`src/design/sgb_ram.sv`:
```
// Simple dual-port RAM, one write and one registered read per cycle
module sgb_ram #(
    parameter int WIDTH = 8,
    parameter int DEPTH = 256
) (
    input  logic                     clk,
    input  logic                     we,
    input  logic [$clog2(DEPTH)-1:0] waddr,
    input  logic [WIDTH-1:0]         wdata,
    input  logic [$clog2(DEPTH)-1:0] raddr,
    output logic [WIDTH-1:0]         rdata
);

    logic [WIDTH-1:0] mem [DEPTH];

    always_ff @(posedge clk)
    begin
        if (we)
        begin
            mem[waddr] <= wdata;
        end
        rdata <= mem[raddr];
    end

endmodule
```
`config.mk`:
```
export PLATFORM = sky130hd
export DESIGN_NAME = sgb_ram
export DESIGN_NICKNAME = d
export VERILOG_FILES = /design/src/design/sgb_ram.sv
export SDC_FILE = /design/constraint.sdc
export NUM_CORES = 2
export LEC_CHECK = 0
export BUFFER_PORTS_ARGS = -buffer_cell sky130_fd_sc_hd__clkbuf_2
export CAP_MARGIN = 20
export CELL_PAD_IN_SITES_DETAIL_PLACEMENT = 0
export CELL_PAD_IN_SITES_GLOBAL_PLACEMENT = 1
export CORE_MARGIN = 10
export CORE_UTILIZATION = 56
export DETAILED_ROUTE_END_ITERATION = 8
export GPL_ROUTABILITY_DRIVEN = 0
export PLACE_DENSITY_LB_ADDON = 0.1
export SLEW_MARGIN = 20
export SYNTH_ARGS = -nofsm -noshare
export SYNTH_HDL_FRONTEND = slang
export SYNTH_SLANG_ARGS = --single-unit
```
`constraint.sdc`:
```
create_clock -name clk -period 2.8 [get_ports clk]
set_clock_uncertainty 0.05 [all_clocks]
set_input_delay 0.42 -clock clk [delete_from_list [all_inputs] [get_ports clk]]
set_output_delay 0.42 -clock clk [all_outputs]
set_load 0.02 [all_outputs]
```
[Word-level counts from Yosys, hierarchy flattened]
Memory sizes are Yosys's and may differ from the RTL's. A register that Yosys moved wholly into a read port is not among the register bits.
Index checks and enable logic that the tools add are counted.
Storage, ports and cells
  register bits: 0
  bits in writable memories: 2048
  logic and storage cells: 3
  memories: 1
Cells by class
  mux-type cells: 2
Memories
  mem: words 256, width 8, read ports 1, clocked after Yosys merged registers in 1, wr ports 1, RTL line 14  | logic [WIDTH-1:0] mem [DEPTH];
Operators by type and width (count)
  $mux W1: 2

[Longest topological paths before layout]
  depth after elaboration: 2
  mapped depth: 11
  gate-level depth less buffers: 6

[Least setup slack after synthesis]
No wires, ideal clock.
  path type: input to register
  start: in raddr[0]
  end: reg rdata[2] (read register of mem)
  library setup time: 131 ps
  data arrival time: 2227 ps
  required time: 2619 ps
  setup slack: 392 ps
  stages: 9
  buffers on the path: 4
  cells stage by stage: buf_6 > buf_12 > buf_8 > buf_2 > mux4_2 > a22oi_1 > a21oi_1 > nor4_1 > nor4_2
RTL lines
  start: declaration: RTL line 10  | input logic [$clog2(DEPTH)-1:0] raddr,
  end: declaration: RTL line 11  | output logic [WIDTH-1:0] rdata

==> summary.txt <==
Routing
  • Via/cell ratio: 6.350
  • Post-route ant nets: 0
  • Residual DRC: 0
  • Total number of vias: 40755
  • First-pass DRT Iterations: 5
  • Wire length per cell: 31.28 um
  • Starting DRT DRC Count: 4672
  • Total wire length: 200700 um

Synthesis
  • Ys flop type: edfxtp_1
  • Post-Syn Area per Cell: 21.31 um2
  • Post-synth EDFFs: 2048
  • Synth warn: 0
  • Distinct cells, synth: 55
  • Register area share after synthesis: 77.50%
  • FF+latch count, synth: 2056
  • Mapped cell area: 79560 um2
  • Synthesized net count: 3759
  • Async SR Flop Fraction: 0%
  • Post-Syn Instances: 3733

Hold path
  • Hold/Removal Path Class: in -> reg

Layout
  • FF/Latch Area: 61660 um2
  • Area occupied by multi-input gates: 16500 um2
  • Design Area, Final: 92810 um2
  • Synthesis-to-layout area growth: 16.66%
  • # fillers: 9260
  • Layout cells sized above 1: 31.15%
  • Nets: 4382

Timing
  • Hold WS: 0.1078 ns
  • Worst slew pin tran: 1.013 ns
  • Final hold vios: 0
  • Unrepaired setup endpoints after global routing: false
  • Slew Limit Headroom: 32.20%
  • Slew Viols, Final: 0
  • Period Utilization, post-route: 95.85%
  • Worst Setup Slack, final: 0.1162 ns
  • Final setup viols: 0
  • Final min period: 2.684 ns
  • Fmax: 372.6 MHz

Clocking
  • Clock sinks: 2056
  • CTS tree: done
  • Number of buffers created by CTS: 200
  • Clk pin slew, worst setup/hold paths: 0.06 ns
  • Buffer levels on the longest clock path: 3
  • Maximum level of the CTS H-tree: 4
  • Root Buffer: clkbuf_16
  • Worst skew pair latency: 0.82 ns

Setup path
  • Type of origin of the critical path: flop
  • CP Data Arrival Time: 3.32 ns
  • Data required, critical path: 3.44 ns
  • Worst setup EP type: flop
  • Crit Path Category: reg -> reg
  • Critical path peak fanout: 1

Power
  • Pwr/cell area: 682.4 nW/um2
  • Pleak: 30.01 nW
  • Worst IR Drop VDD: 0.6762 mV

Placed design
  • DP Worst Slack: -0.8496 ns
  • Cell area after placement: 86460 um2
  • Final HPWL DP: 131300 um
  • Buffers added on ports: 33

Global route
  • Vias in the first global route: 41465
  • Initial antenna violation count: 6
  • Largest net degree at the start of global routing: 106
  • First-pass GRT wire length: 292300 um
  • Total grt overflow: 0
  • Total track usage: 25.51%

Floorplan
  • Die area: 157500 um2
  • Site Rows: 138
  • Die X: 396.9 um
  • Core area: 141400 um2
  • Starting Density: 56.26%
  • DIE HEIGHT: 396.9 um
  • I/O pins: 34

Outcome
  • Status: complete, no violations

Job
  • Max Cap Viol: 0
[synthesized netlist by cell type (3+ instances only)]
master | count | area share [%]
edfxtp_1 | 2048 | 77
mux4_2 | 454 | 13
nor2_1 | 282 | 1.3
mux2i_1 | 134 | 1.7
a22oi_1 | 133 | 1.3
clkbuf_1 | 111 | 0.52
a21oi_1 | 96 | 0.60
o221ai_1 | 46 | 0.51
nand3_1 | 34 | 0.21
nand2_1 | 33 | 0.16
buf_2 | 31 | 0.20
nor2b_1 | 31 | 0.24
o22ai_1 | 28 | 0.22
buf_4 | 27 | 0.25
nor4_1 | 24 | 0.19
buf_1 | 22 | 0.10
nor3_1 | 22 | 0.14
buf_6 | 21 | 0.30
a211oi_1 | 16 | 0.15
a221oi_1 | 13 | 0.14
buf_8 | 13 | 0.25
nand4_1 | 10 | 0.079
o211ai_1 | 10 | 0.094
o21ai_0 | 10 | 0.063
a22o_1 | 8 | 0.088
buf_12 | 8 | 0.20
dfxtp_1 | 8 | 0.20
nand2b_1 | 8 | 0.063
and2_1 | 6 | 0.047
o22a_1 | 5 | 0.055
o32ai_1 | 4 | 0.044
or2_2 | 4 | 0.031
nor4_2 | 3 | 0.047
[where the power goes]
part | total, mW | internal (mW) | leakage, nW | switching [mW]
clock | 25.8 | 14.7 | 3.05 | 11.1
combinational | 3.48 | 1.38 | 8.50 | 2.10
sequential | 34.0 | 33.9 | 18.5 | 0.0765
total | 63.3 | 50.0 | 30.0 | 13.3
[metal layers]
layer / up-vias / share of wire, % / global-route usage (%)
li1: 16964 / - / -
met5: - / 0.0060 / 0
met1: 21548 / 40 / 36.52
met2: 1933 / 49 / 40.58
met4: 2 / 2.9 / 7.776
met3: 308 / 8.8 / 4.425
[path summary, 6_finish.rpt]
| kind | start | end | slack (ns) | cells past startpoint |
|---|---|---|---|---|
| setup reg to reg | mem[100][4] | rdata[4] | 0.12 | 7 |
| setup / recovery | mem[100][4] | rdata[4] | 0.12 | 7 |
| hold reg to reg | mem[41][3] | rdata[3] | 1.02 | 7 |
| hold / removal | wdata[1] | mem[27][1] | 0.11 | 1 |
[placed cells by master (no fill, tap or decap), types with 7 or more instances in the layout]
cell,count
a221oi_1,13
inv_6,7
a22oi_1,133
clkinvlp_4,13
dfxtp_1,8
o22ai_1,28
nand4_1,10
a211oi_1,16
buf_12,83
mux4_2,454
nor3_1,19
edfxtp_1,2048
buf_4,539
nand2b_1,8
clkbuf_16,205
o221ai_1,46
clkinv_1,43
clkinv_2,29
nor2_1,279
nand2_1,33
nand3_1,34
mux2i_1,134
clkbuf_8,14
o211ai_1,10
clkbuf_2,21
o21ai_0,10
a21oi_1,96
nor4_1,21
bufinv_16,13
clkbuf_1,50
a22o_1,8
nor2b_1,28
[per-stage QoR]
| step | instances | TNS (ns) | util (%) | power (mW) |
|---|---|---|---|---|
| 2_1_floorplan | 3733 | 0 | - | 36.28 |
| 3_3_place_gp | 6042 | -5.720 | 61.13 | 38.07 |
| 3_5_place_dp | 6043 | -5.146 | 61.14 | 38.15 |
| 4_1_cts | 6413 | 0 | 65.62 | 63.75 |
| 5_1_grt | 6413 | 0 | 65.62 | 65.17 |
| 6_report | 6418 | 0 | 65.63 | 63.33 |
[critical path, cell delays in order, from the launching register on]
cell      delay (ns)
edfxtp_1        0.38
mux4_2          0.47
nor2b_1         0.14
a211oi_1        0.40
nor3_1          0.18
nor4_2          0.61
buf_4           0.24
nor4_1          0.06
[state kept, by name, indices dropped and copies added, names as in the netlist]
name	flops
rdata	8
mem	2048
[cells by family (layout without fill, tap and decap cells)]
logic type	Yosys count	count (layout)	share of synthesized area, %
flip-flops	2056	2056	77.50
multiplexers	591	591	14.62
AND/OR/NAND/NOR	466	466	2.628
AO/OA/AOI/OAI	385	385	3.419
buffers and inverters	235	1025	1.831
other	0	5	0
[timing repair]
action,4_1_cts,5_1_grt
hold buffers,1,0
endpoints found under the setup margin,5,0
gates resized for setup,5,0
buffers inserted,0,0
hold endpoints to repair,6,0
[final cells by class]
type                            count  share of cell area [%]
Sequential cell                  2056                   66.43
Multi-Input combinational cell   1442                   17.78
Timing Repair Buffer              654                   6.425
Clock buffer                      261                   5.818
Tap cell                         1890                   2.548
Clock inverter                    108                  0.9720
Antenna cell                        5                 0.01348
Inverter                            2                0.008088
No activity file was read; power rests on OpenSTA's default activity.
